File: config.mk
export PLATFORM = sky130hd
export DESIGN_NAME = gauss_sobel_window_filter_unit
export DESIGN_NICKNAME = d
export VERILOG_FILES = /design/src/hw/rtl/gsw_pkg.sv /design/src/hw/rtl/gsw_front.sv /design/src/hw/rtl/gsw_sqrt.sv /design/src/hw/rtl/gauss_sobel_window_filter_unit.sv
export SDC_FILE = /design/constraint.sdc
export NUM_CORES = 1
export LEC_CHECK = 0
export BUFFER_PORTS_ARGS = -buffer_cell sky130_fd_sc_hd__buf_2
export CAP_MARGIN = 40
export CELL_PAD_IN_SITES_DETAIL_PLACEMENT = 0
export CELL_PAD_IN_SITES_GLOBAL_PLACEMENT = 1
export CORE_MARGIN = 3
export CORE_UTILIZATION = 50
export DETAILED_ROUTE_END_ITERATION = 16
export PLACE_DENSITY = 0.87
export REMOVE_ABC_BUFFERS = 1
export SYNTH_ARGS = -nofsm -noshare
export SYNTH_HDL_FRONTEND = slang
export SYNTH_HIERARCHICAL = 1
export SYNTH_SLANG_ARGS = --single-unit
File: constraint.sdc
create_clock -name clock -period 8 [get_ports clock]
set_input_delay 0.4 -clock clock [delete_from_list [all_inputs] [get_ports clock]]
set_output_delay 0.4 -clock clock [all_outputs]
set_load 0.03 [all_outputs]
File: src/hw/rtl/gsw_pkg.sv
// ----------------------------------------------------------------------------
// gsw_pkg - shared types and constants of the 3x3 window filter
// Sample and window types, filter mode codes, the side-band record that
// travels down the pipeline, and the fixed limits of the Sobel path.
// ----------------------------------------------------------------------------
package gsw_pkg;

   localparam int unsigned SAMPLE_W  = 8;
   localparam int unsigned WIN_SIZE  = 9;
   localparam int unsigned GRAD_W    = 11;   // signed gradient, |g| <= 1020
   localparam int unsigned MAG_W     = 10;   // gradient magnitude
   localparam int unsigned SQ_W      = 20;   // one squared gradient
   localparam int unsigned SUMSQ_W   = 21;   // gx^2 + gy^2 <= 2080800
   localparam int unsigned RAD_W     = 16;   // radicand once saturation is split off
   localparam int unsigned ROOT_W    = 8;
   localparam int unsigned REM_W     = 10;
   localparam int unsigned GSUM_W    = 12;   // Gaussian weighted sum <= 4080

   // Window index of each sample, row-major.
   localparam int unsigned W_TL = 0;
   localparam int unsigned W_TM = 1;
   localparam int unsigned W_TR = 2;
   localparam int unsigned W_ML = 3;
   localparam int unsigned W_C  = 4;
   localparam int unsigned W_MR = 5;
   localparam int unsigned W_BL = 6;
   localparam int unsigned W_BM = 7;
   localparam int unsigned W_BR = 8;

   // Rounded magnitude reaches 256 exactly when gx^2 + gy^2 > 255*255 + 255.
   localparam logic [SUMSQ_W-1:0]  SOBEL_SAT_LIMIT = 21'd65280;
   localparam logic [SAMPLE_W-1:0] SAMPLE_MAX      = 8'hFF;

   typedef logic [SAMPLE_W-1:0]               sample_type;
   typedef sample_type [WIN_SIZE-1:0]         window_type;

   typedef enum logic {
      MODE_GAUSS = 1'b0,
      MODE_SOBEL = 1'b1
   } filter_mode_type;

   // Per-item control carried alongside the Sobel arithmetic.
   typedef struct packed {
      filter_mode_type mode;
      logic            border;
      sample_type      center;
      sample_type      gauss;
      logic            sat;
   } side_type;

endpackage

File: src/hw/rtl/gsw_front.sv
// ----------------------------------------------------------------------------
// gsw_front - window arithmetic front end
// Three register stages: weighted sums and gradients, then squares and the
// Gaussian rounding, then the sum of squares split into radicand and
// saturation flag.
// ----------------------------------------------------------------------------
module gsw_front
   import gsw_pkg::*;
(
   input  logic                clock,
   input  logic                reset,
   input  logic                in_valid,
   input  window_type          window,
   input  logic                on_border,
   input  filter_mode_type     mode,
   output logic                out_valid,
   output logic [RAD_W-1:0]    radicand,
   output side_type            side
);

   // stage 1 next values
   logic [GSUM_W-1:0]        s1_gsum_in;
   logic [MAG_W-1:0]         gx_pos, gx_neg, gy_pos, gy_neg;
   logic signed [GRAD_W-1:0] s1_gx_in, s1_gy_in;
   side_type                 s1_side_in;

   logic                     s1_valid_ff;
   logic [GSUM_W-1:0]        s1_gsum_ff;
   logic signed [GRAD_W-1:0] s1_gx_ff, s1_gy_ff;
   side_type                 s1_side_ff;

   // stage 2
   logic [MAG_W-1:0]         ax, ay;
   logic [SQ_W-1:0]          s2_sqx_in, s2_sqy_in;
   logic [SAMPLE_W-1:0]      gq;
   logic [3:0]               gr;
   logic                     ground;
   logic [SAMPLE_W:0]        gq_rnd;
   side_type                 s2_side_in;

   logic                     s2_valid_ff;
   logic [SQ_W-1:0]          s2_sqx_ff, s2_sqy_ff;
   side_type                 s2_side_ff;

   // stage 3
   logic [SUMSQ_W-1:0]       sumsq;
   side_type                 s3_side_in;

   logic                     s3_valid_ff;
   logic [RAD_W-1:0]         s3_rad_ff;
   side_type                 s3_side_ff;

   always_comb begin
      s1_gsum_in = GSUM_W'(window[W_TL]) + (GSUM_W'(window[W_TM]) << 1)
                 + GSUM_W'(window[W_TR]) + (GSUM_W'(window[W_ML]) << 1)
                 + (GSUM_W'(window[W_C]) << 2) + (GSUM_W'(window[W_MR]) << 1)
                 + GSUM_W'(window[W_BL]) + (GSUM_W'(window[W_BM]) << 1)
                 + GSUM_W'(window[W_BR]);
      gx_pos = MAG_W'(window[W_TR]) + (MAG_W'(window[W_MR]) << 1) + MAG_W'(window[W_BR]);
      gx_neg = MAG_W'(window[W_TL]) + (MAG_W'(window[W_ML]) << 1) + MAG_W'(window[W_BL]);
      gy_pos = MAG_W'(window[W_TL]) + (MAG_W'(window[W_TM]) << 1) + MAG_W'(window[W_TR]);
      gy_neg = MAG_W'(window[W_BL]) + (MAG_W'(window[W_BM]) << 1) + MAG_W'(window[W_BR]);
      s1_gx_in = $signed({1'b0, gx_pos}) - $signed({1'b0, gx_neg});
      s1_gy_in = $signed({1'b0, gy_pos}) - $signed({1'b0, gy_neg});
      s1_side_in        = '0;
      s1_side_in.mode   = mode;
      s1_side_in.border = on_border;
      s1_side_in.center = window[W_C];
   end

   always_comb begin
      ax = s1_gx_ff[GRAD_W-1] ? MAG_W'(-s1_gx_ff) : s1_gx_ff[MAG_W-1:0];
      ay = s1_gy_ff[GRAD_W-1] ? MAG_W'(-s1_gy_ff) : s1_gy_ff[MAG_W-1:0];
      s2_sqx_in = SQ_W'(ax) * SQ_W'(ax);
      s2_sqy_in = SQ_W'(ay) * SQ_W'(ay);
      // divide by 16, round to nearest, ties to even
      gq     = s1_gsum_ff[GSUM_W-1:4];
      gr     = s1_gsum_ff[3:0];
      ground = (gr > 4'd8) || ((gr == 4'd8) && gq[0]);
      gq_rnd = {1'b0, gq} + {{SAMPLE_W{1'b0}}, ground};
      s2_side_in       = s1_side_ff;
      s2_side_in.gauss = gq_rnd[SAMPLE_W] ? SAMPLE_MAX : gq_rnd[SAMPLE_W-1:0];
   end

   always_comb begin
      sumsq = {1'b0, s2_sqx_ff} + {1'b0, s2_sqy_ff};
      s3_side_in     = s2_side_ff;
      s3_side_in.sat = sumsq > SOBEL_SAT_LIMIT;
   end

   always_ff @(posedge clock) begin
      if (reset) begin
         s1_valid_ff <= 1'b0;
         s2_valid_ff <= 1'b0;
         s3_valid_ff <= 1'b0;
      end else begin
         s1_valid_ff <= in_valid;
         s2_valid_ff <= s1_valid_ff;
         s3_valid_ff <= s2_valid_ff;
      end
   end

   always_ff @(posedge clock) begin
      s1_gsum_ff <= s1_gsum_in;
      s1_gx_ff   <= s1_gx_in;
      s1_gy_ff   <= s1_gy_in;
      s1_side_ff <= s1_side_in;
      s2_sqx_ff  <= s2_sqx_in;
      s2_sqy_ff  <= s2_sqy_in;
      s2_side_ff <= s2_side_in;
      s3_rad_ff  <= sumsq[RAD_W-1:0];
      s3_side_ff <= s3_side_in;
   end

   assign out_valid = s3_valid_ff;
   assign radicand  = s3_rad_ff;
   assign side      = s3_side_ff;

endmodule

File: src/hw/rtl/gsw_sqrt.sv
// ----------------------------------------------------------------------------
// gsw_sqrt - pipelined integer square root
// Digit-by-digit root of a 16-bit radicand, two result bits per stage over
// four stages; gives the floor root and its remainder.
// ----------------------------------------------------------------------------
module gsw_sqrt
   import gsw_pkg::*;
(
   input  logic                clock,
   input  logic                reset,
   input  logic                in_valid,
   input  logic [RAD_W-1:0]    radicand,
   input  side_type            in_side,
   output logic                out_valid,
   output logic [ROOT_W-1:0]   root,
   output logic [REM_W-1:0]    remainder,
   output side_type            out_side
);

   localparam int unsigned STAGES = 4;

   logic                valid_ff [STAGES];
   logic [ROOT_W-1:0]   root_ff  [STAGES];
   logic [REM_W-1:0]    rem_ff   [STAGES];
   logic [RAD_W-1:0]    rad_ff   [STAGES];
   side_type            side_ff  [STAGES];

   logic [ROOT_W-1:0]   root_in  [STAGES];
   logic [REM_W-1:0]    rem_in   [STAGES];
   logic [RAD_W-1:0]    rad_in   [STAGES];

   // Two restoring steps: bring down a bit pair, try subtracting 4*root+1.
   function automatic logic [ROOT_W+REM_W-1:0] two_steps(input logic [ROOT_W-1:0] r0,
                                                         input logic [REM_W-1:0]  m0,
                                                         input logic [3:0]        bits);
      logic [ROOT_W-1:0] r;
      logic [REM_W-1:0]  m;
      logic [REM_W+1:0]  work;
      logic [REM_W+1:0]  trial;
      r = r0;
      m = m0;
      for (int j = 0; j < 2; j++) begin
         work  = {m, bits[3-2*j -: 2]};
         trial = {2'b00, r, 2'b01};
         if (work >= trial) begin
            m = REM_W'(work - trial);
            r = {r[ROOT_W-2:0], 1'b1};
         end else begin
            m = work[REM_W-1:0];
            r = {r[ROOT_W-2:0], 1'b0};
         end
      end
      return {r, m};
   endfunction

   always_comb begin
      for (int s = 0; s < STAGES; s++) begin
         if (s == 0) begin
            {root_in[s], rem_in[s]} = two_steps('0, '0, radicand[RAD_W-1 -: 4]);
            rad_in[s] = radicand << 4;
         end else begin
            {root_in[s], rem_in[s]} = two_steps(root_ff[s-1], rem_ff[s-1],
                                                rad_ff[s-1][RAD_W-1 -: 4]);
            rad_in[s] = rad_ff[s-1] << 4;
         end
      end
   end

   always_ff @(posedge clock) begin
      if (reset) begin
         for (int s = 0; s < STAGES; s++) begin
            valid_ff[s] <= 1'b0;
         end
      end else begin
         valid_ff[0] <= in_valid;
         for (int s = 1; s < STAGES; s++) begin
            valid_ff[s] <= valid_ff[s-1];
         end
      end
   end

   always_ff @(posedge clock) begin
      for (int s = 0; s < STAGES; s++) begin
         root_ff[s] <= root_in[s];
         rem_ff[s]  <= rem_in[s];
         rad_ff[s]  <= rad_in[s];
      end
      side_ff[0] <= in_side;
      for (int s = 1; s < STAGES; s++) begin
         side_ff[s] <= side_ff[s-1];
      end
   end

   assign out_valid = valid_ff[STAGES-1];
   assign root      = root_ff[STAGES-1];
   assign remainder = rem_ff[STAGES-1];
   assign out_side  = side_ff[STAGES-1];

endmodule

File: src/hw/rtl/gauss_sobel_window_filter_unit.sv
// ----------------------------------------------------------------------------
// gauss_sobel_window_filter_unit - 3x3 Gaussian blur / Sobel magnitude filter
// Takes one 3x3 window of 8-bit samples per clock and returns one filtered
// sample for each.
// ----------------------------------------------------------------------------
// Usage: drive a window on the req_ ports and pulse start; busy is never
// raised, so a new window may be transferred on every clock. Each window
// yields exactly one result, shown on rsp_out_sample for one cycle with
// rsp_strobe high, in order. The receiver cannot stall the block and must
// take every strobed result. The eight pipeline registers are: window
// sums and gradients, squaring, sum of squares, four stages of the square
// root (two root bits each) and the output register. csr_wr_en writes the
// filter mode (0 Gaussian blur, 1 Sobel magnitude); change it only when
// no window is in flight. Border pixels return their center sample.
// ----------------------------------------------------------------------------
module gauss_sobel_window_filter_unit
   import gsw_pkg::*;
(
   input  logic                clock,
   input  logic                reset,
   // command channel
   input  logic                start,
   output logic                busy,
   input  logic [SAMPLE_W-1:0] req_top_left,
   input  logic [SAMPLE_W-1:0] req_top_mid,
   input  logic [SAMPLE_W-1:0] req_top_right,
   input  logic [SAMPLE_W-1:0] req_mid_left,
   input  logic [SAMPLE_W-1:0] req_center,
   input  logic [SAMPLE_W-1:0] req_mid_right,
   input  logic [SAMPLE_W-1:0] req_bot_left,
   input  logic [SAMPLE_W-1:0] req_bot_mid,
   input  logic [SAMPLE_W-1:0] req_bot_right,
   input  logic                req_on_border,
   // result channel
   output logic                rsp_strobe,
   output logic [SAMPLE_W-1:0] rsp_out_sample,
   // configuration
   input  logic                csr_wr_en,
   input  logic                csr_wr_data
);

   localparam int unsigned LATENCY = 8;

   filter_mode_type     mode_ff;
   window_type          window;
   logic                take;

   logic                front_valid;
   logic [RAD_W-1:0]    front_rad;
   side_type            front_side;

   logic                sq_valid;
   logic [ROOT_W-1:0]   sq_root;
   logic [REM_W-1:0]    sq_rem;
   side_type            sq_side;

   logic                round_up;
   logic [ROOT_W:0]     sobel_rnd;
   logic [SAMPLE_W-1:0] sobel_val;
   logic [SAMPLE_W-1:0] sample_in;

   logic                out_valid_ff;
   logic [SAMPLE_W-1:0] out_sample_ff;

   // The pipeline never stalls, so the block always takes a transfer.
   assign busy = 1'b0;
   assign take = start && !busy;

   // Mode register: bits above bit 0 do not exist on the port.
   always_ff @(posedge clock) begin
      if (reset) begin
         mode_ff <= MODE_GAUSS;
      end else if (csr_wr_en) begin
         mode_ff <= filter_mode_type'(csr_wr_data);
      end
   end

   always_comb begin
      window[W_TL] = req_top_left;
      window[W_TM] = req_top_mid;
      window[W_TR] = req_top_right;
      window[W_ML] = req_mid_left;
      window[W_C]  = req_center;
      window[W_MR] = req_mid_right;
      window[W_BL] = req_bot_left;
      window[W_BM] = req_bot_mid;
      window[W_BR] = req_bot_right;
   end

   // Stages 1-3: sums, gradients, squares, Gaussian rounding, sum of squares and saturation flag.
   gsw_front u_front (
      .clock     (clock),
      .reset     (reset),
      .in_valid  (take),
      .window    (window),
      .on_border (req_on_border),
      .mode      (mode_ff),
      .out_valid (front_valid),
      .radicand  (front_rad),
      .side      (front_side)
   );

   // Stages 4-7: floor square root with remainder.
   gsw_sqrt u_sqrt (
      .clock     (clock),
      .reset     (reset),
      .in_valid  (front_valid),
      .radicand  (front_rad),
      .in_side   (front_side),
      .out_valid (sq_valid),
      .root      (sq_root),
      .remainder (sq_rem),
      .out_side  (sq_side)
   );

   // Stage 8: round the root to nearest and pick the result.
   // The root is never exactly halfway, so round up when n - k*k > k.
   always_comb begin
      round_up  = sq_rem > REM_W'(sq_root);
      sobel_rnd = {1'b0, sq_root} + {{ROOT_W{1'b0}}, round_up};
      if (sq_side.sat || sobel_rnd[ROOT_W]) begin
         sobel_val = SAMPLE_MAX;
      end else begin
         sobel_val = sobel_rnd[SAMPLE_W-1:0];
      end
      if (sq_side.border) begin
         sample_in = sq_side.center;
      end else begin
         case (sq_side.mode)
            MODE_SOBEL: sample_in = sobel_val;
            MODE_GAUSS: sample_in = sq_side.gauss;
            default:    sample_in = sq_side.gauss;
         endcase
      end
   end

   always_ff @(posedge clock) begin
      if (reset) begin
         out_valid_ff <= 1'b0;
      end else begin
         out_valid_ff <= sq_valid;
      end
   end

   always_ff @(posedge clock) begin
      out_sample_ff <= sample_in;
   end

   assign rsp_strobe     = out_valid_ff;
   assign rsp_out_sample = out_sample_ff;

   // Every transfer comes back as exactly one result.
   a_result_follows: assert property (@(posedge clock) disable iff (reset)
      take |-> ##LATENCY rsp_strobe)
      else $error("transfer produced no result");

   a_no_phantom: assert property (@(posedge clock) disable iff (reset)
      rsp_strobe |-> $past(take, LATENCY))
      else $error("result without a transfer");

   // Border pixels pass the center sample straight through.
   a_border_center: assert property (@(posedge clock) disable iff (reset)
      (rsp_strobe && $past(req_on_border, LATENCY))
         |-> (rsp_out_sample == $past(req_center, LATENCY)))
      else $error("border pixel did not return its center sample");

endmodule
Yosys cells after proc, flatten, opt, wreduce, memory -nomap -nowiden
Memory sizes are Yosys's and may differ from the RTL's. A register that Yosys moved wholly into a read port is not among the register bits.
Index checks and enable logic that the tools add are counted.
Operators by class
  bitwise logic cells: 5
  muxes and demuxes: 28
  magnitude comparators: 11
  equal/unequal tests: 1
  multiply operators: 2
  reduce and logical (&&, ||, !) cells: 3
  $add $sub $neg: 31
Operator list (count)
  $mux 10: 10
  $ge 12x10->1: 6
  $sub 10x10->10: 6
  $add 8x9->10: 5
  $add 10x8->10: 4
  $mul 10x10->20: 2
  $add 12x8->12: 3
  $add 12x9->12: 3
  $sub 10x10->11: 2
  $add 20x20->21: 1
  $gt 21x16->1 const B: 1
  $neg 10->10: 2
  $add 8x1->9: 2
  $mux 8: 2
  $pmux 8 s2: 1
  $mux 1: 15
  $add 12x10->12: 1
  $ge 12x3->1: 1
  $gt 10x8->1: 1
  $sub 10x3->10: 1
  $eq 4x4->1 const B: 1
  $gt 4x4->1 const B: 1
  $or 1x1->1: 4
  $sub 2x1->3 const B: 1
  other kinds (4): 5
Storage, ports and cells
  register bits after elaboration: 149
  RAM bits: 200
  word-level logic and storage cells: 109
  output and inout bits: 10
  memories: 5
Memories
  u_sqrt.side_ff: depth 4, bits a word 19, read ports 4, clocked after Yosys merged registers in 0, wr ports 4, line gsw_sqrt.sv:26  | side_type side_ff [STAGES];
  u_sqrt.rad_ff: depth 4, bits a word 12, read ports 3, clocked after Yosys merged registers in 0, wr ports 4, line gsw_sqrt.sv:25  | logic [RAD_W-1:0] rad_ff [STAGES];
  u_sqrt.rem_ff: depth 4, bits a word 10, read ports 4, clocked after Yosys merged registers in 0, wr ports 4, line gsw_sqrt.sv:24  | logic [REM_W-1:0] rem_ff [STAGES];
  u_sqrt.root_ff: depth 4, bits a word 8, read ports 4, clocked after Yosys merged registers in 0, wr ports 4, line gsw_sqrt.sv:23  | logic [ROOT_W-1:0] root_ff [STAGES];
  u_sqrt.valid_ff: depth 4, bits a word 1, read ports 4, clocked after Yosys merged registers in 1, wr ports 4, line gsw_sqrt.sv:22  | logic valid_ff [STAGES];

Longest topological paths before layout
  word-level depth: 8
  mapped depth: 27
  depth with buffers taken out: 26

Cells and area by module
Netlist, hierarchy kept.
By module, submodules not included
  gsw_front: cells each 1284, times used 1, area each 12979.9 um^2
  gsw_sqrt: cells each 561, times used 1, area each 6007.0 um^2
  gauss_sobel_window_filter_unit: cells each 89, times used 1, area each 752.0 um^2

Worst setup path before layout
No wires, ideal clock.
  path kind: register to register
  start: reg u_front.s1_gx_ff[0]
  end: reg u_front.s2_sqx_ff[19]
  arrival: 5.799 ns
  required time: 7.928 ns
  library setup time: 0.072 ns
  path buffers: 1
  path slack: 2.128 ns
  stages on the path, launching flop included: 25
  cells stage by stage: dfxtp_1 clkbuf_1 clkinv_1 ha_1 nand2b_1 o31ai_1 xnor2_1 nand2_1 inv_1 fa_1 fa_1 inv_1 fa_1 inv_1 fa_1 ha_1 ha_1 a21oi_1 o21ai_0 a21oi_1 o21ai_0 a31oi_1 o21ai_0 a211oi_1 xnor2_1
Between the ends
  longest elaborated chain between the ends: 3
Ends and longest elaborated chain
  start, declared: line gsw_front.sv:29  | logic signed [GRAD_W-1:0] s1_gx_ff, s1_gy_ff;
  start signal, assigned: line gsw_front.sv:105  | s1_gx_ff <= s1_gx_in;
  $neg 10->10: line gsw_front.sv:72  | ax = s1_gx_ff[GRAD_W-1] ? MAG_W'(-s1_gx_ff) : s1_gx_ff[MAG_W-1:0];
  $mux 10 *: line gsw_front.sv:72
  $mul 10x10->20 *: line gsw_front.sv:74  | s2_sqx_in = SQ_W'(ax) * SQ_W'(ax);
  named net u_front.s2_sqx_in[19]: line gsw_front.sv:34  | logic [SQ_W-1:0] s2_sqx_in, s2_sqy_in;
  end signal, assigned: line gsw_front.sv:108  | s2_sqx_ff <= s2_sqx_in;
  end, declared: line gsw_front.sv:42  | logic [SQ_W-1:0] s2_sqx_ff, s2_sqy_ff;
Mark *: on every way through the listed nets, which the timed path passes. The rest lies on a longest branch.
A chain may end at the register's enable or synchronous reset.

Worst setup path in the final report
  start: reg u_front.s1_gy_ff[0]
  end: reg u_front.s2_sqy_ff[19]
Between the ends
  longest elaborated chain between the ends: 3
Ends and longest elaborated chain
  start, declared: line gsw_front.sv:29
  start signal, assigned: line gsw_front.sv:106  | s1_gy_ff <= s1_gy_in;
  $neg 10->10: line gsw_front.sv:73  | ay = s1_gy_ff[GRAD_W-1] ? MAG_W'(-s1_gy_ff) : s1_gy_ff[MAG_W-1:0];
  $mux 10 *: line gsw_front.sv:73
  $mul 10x10->20 *: line gsw_front.sv:75  | s2_sqy_in = SQ_W'(ay) * SQ_W'(ay);
  named net u_front.s2_sqy_in[19]: line gsw_front.sv:34
  end signal, assigned: line gsw_front.sv:109  | s2_sqy_ff <= s2_sqy_in;
  end, declared: line gsw_front.sv:42
Marked as above.

==> metrics <==
status=completed; Synth Instances=1934; setup violators final=0; Post-synth ARST share=0; Final min period=6570 ps; met1 Usage GRT=0.237; die height=205 um; drt wl/cell=14.3 um; multiplexer area fraction after synthesis=0.0118; fin crit share=0.821; Synth cell types=94; post-cts resize count=0; num rows=72; Vias=13000; leading cell type by number of instances after synthesis=inv_1; delay-heaviest family, CP=adder cells; cell accounting for the most synthesized area=dfxtp_1; met3 usage=0.0251; met2 Use GR=0.313; H-tree depth=1; Residual DRC=0; CP cell instances=inv_1 -> ha_1 -> nand2b_1 -> o41ai_1 -> xor2_1 -> inv_1 -> nand2_1 -> inv_1 -> fa_1 -> fa_1 -> fa_1 -> fa_1 -> inv_1 -> fa_1 -> inv_1 -> ha_1 -> nand2_1 -> o211ai_1 -> nand2_1 -> o31ai_1 -> o221ai_1 -> xnor2_1; Final TNS setup=0 ps; syn_area_per_cell=10.2 um2; worst min path class=in2reg; Sink Count=between 300 and 400; Initial Utilization=0.508; CTS max path bufs=3; Root Buffer Master=clkbuf_16; Critical Path Max Stage Delay=approximately 560 ps; Post-DRT Antenna Nets=0; crit path max fanout=9; Buf+Inv Stages, Crit Path=5; Compound-Gate Fraction of Synth Area=0.104; # IOs=88; Worst Setup End Kind=flip-flop; register area share after synthesis=0.314; Final Max Tran Viols=0; Pre-antenna DRT Iters=5; largest family of logic cells by synthesized area=adder cells; Placer Congestion=0.882; largest net degree at the start of global routing=18; Hold Crit Depth=1; commonest register cell after synthesis=dfxtp_1; post-CTS setup buffers=0; layout cells sized above 1=0.0942; vias in the first global route=about 14000; fin nets=2528; initial antenna violation count=0; CP Data Arrival Time=7010 ps; fill cell count=3342; PortBufs=86; clk_lat worst skew=560 ps; GRT Resource Usage Total=0.181; Synth Warn #=6; synthesized area=between 0.015 and 0.02 mm2; first-pass GRT wire length=62900 um; Die Area=about 0.042 mm2; CTS tree=built; Fin. Hold Viols=0; Worst slew margin=0.513; R2R cell count=22; Die W=205 um; critical path's slowest cell=fa_1; starting DRC count in detailed routing=about 560; simple-gate share of the synthesized area=0.101; CP Depth=22; cts hold-fix bufs=6; Clock Pin Slew Worst Setup and Hold Paths=around 60 ps; #FFs+latches synth=between 300 and 400; clock skew=a little over 20 ps; top post-synthesis cells by count=inv_1, dfxtp_1, ha_1; Worst EP required=8440 ps; Setup CP Type=reg2reg; grt ovf=0; Avg Vias per Cell=slightly above 5; Routed WL=36800 um; post-synthesis adder-cell area fraction=0.337; share of the synthesized area in the top cell type=0.314; Achievable Freq=152 MHz; Layout area overhead=10.3%; Max-Cap Viols=0; Area contributors post-synth=dfxtp_1, fa_1, ha_1; CTS Buf Count=31; DP HPWL=30700 um; XOR/XNOR share of the synthesized area=0.0630; ANT cells=0; CP startpoint kind=flip-flop; Least-Margin Pin Slew=725 ps; number of flops mapped to enable cells by yosys=0; GR peak layer=met2; unrepaired setup endpoints after global routing=false; core footprint=0.0388 mm2
==> through the flow <==
stage / setup WS (ps) / instance area, um2 / std cells / utilization / hold WS, ps
floorplan: 2230 / 19600 / 1911 / - / 310
global placement: 1810 / 20700 / 2517 / 0.533 / 310
detailed placement: 1520 / 20700 / 2517 / 0.533 / 312
CTS: 1510 / 21800 / 2578 / 0.561 / 1.63
global route: 980 / 21800 / 2578 / 0.561 / 1.54
finish: 1430 / 21800 / 2578 / 0.561 / 36.1
==> state kept, by name, summed over array words and instances, names as in the netlist, 4 cells and up <==
signal / flops
u_sqrt/root_ff: 20
u_front/s1_side_ff: 10
u_sqrt/side_ff: 76
rsp_out_sample: 8
u_front/side: 19
u_sqrt/rad_ff: 24
u_front/s1_gsum_ff: 12
u_front/s1_gx_ff: 11
u_sqrt/valid_ff: 4
u_front/s2_side_ff: 18
u_front/s2_sqx_ff: 19
u_front/s1_gy_ff: 11
u_front/s2_sqy_ff: 19
u_sqrt/rem_ff: 38
u_front/radicand: 16
==> logic make-up after synthesis <==
kind of cell / after synthesis
AND/OR/NAND/NOR: 414
adder cells (fa/ha/maj): 412
buffers and inverters: 351
flip-flops: 310
AO/OA/AOI/OAI: 287
XOR/XNOR: 139
multiplexers: 20
other: 1
==> per-layer routing <==
metal,share of wire,vias to the layer above
met5,0,-
met4,0.029,0
met3,0.040,70
met2,0.47,257
met1,0.46,6128
li1,-,6505
==> worst register-to-register path: cells and delay by family, from the launching register on <==
kind | cells | cell delay (ps)
AO/OA/AOI/OAI | 4 | 1180
AND/OR/NAND/NOR | 4 | 450
flip-flops | 1 | 400
adder cells (fa/ha/maj) | 7 | 3130
buffers and inverters | 5 | 660
XOR/XNOR | 2 | 640
==> cells in the final DEF (no fill, tap or decap), types with 39 or more instances in the layout <==
cell type / Yosys / layout
inv_1: 323 / 323
fa_1: 199 / 199
a21oi_1: 74 / 74
dfxtp_1: 310 / 310
o21ai_0: 51 / 51
buf_2: 4 / 86
nand2_1: 115 / 115
xor2_1: 39 / 39
nor2_1: 143 / 143
ha_1: 213 / 213
xnor2_1: 98 / 98
==> layout make-up <==
class | instances | area (um2) | area share
inverter | 328 | 1230 | 0.0565
clock buffer | 39 | 836 | 0.0384
sequential | 310 | 6210 | 0.285
timing repair buffer | 94 | 505 | 0.0232
clock inverter | 16 | 171 | 0.00787
multi-input combinational | 1273 | 12200 | 0.559
tap | 518 | 648 | 0.0298
==> path summary, 6_finish.rpt <==
path,end,startpoint,slack (ps)
max,u_front/s2_sqy_ff[19]$_DFF_P_,u_front/s1_gy_ff[0]$_DFF_P_,1430
min,u_front/s1_side_ff[12]$_DFF_P_,req_center[3],40
max reg2reg,u_front/s2_sqy_ff[19]$_DFF_P_,u_front/s1_gy_ff[0]$_DFF_P_,1430
min reg2reg,u_sqrt/side_ff[2][4]$_DFF_P_,u_sqrt/side_ff[1][4]$_DFF_P_,310
Power is left out: the tool's default activity adds up to more than one toggle a clock period on the data nets, which glitch-free logic cannot reach.
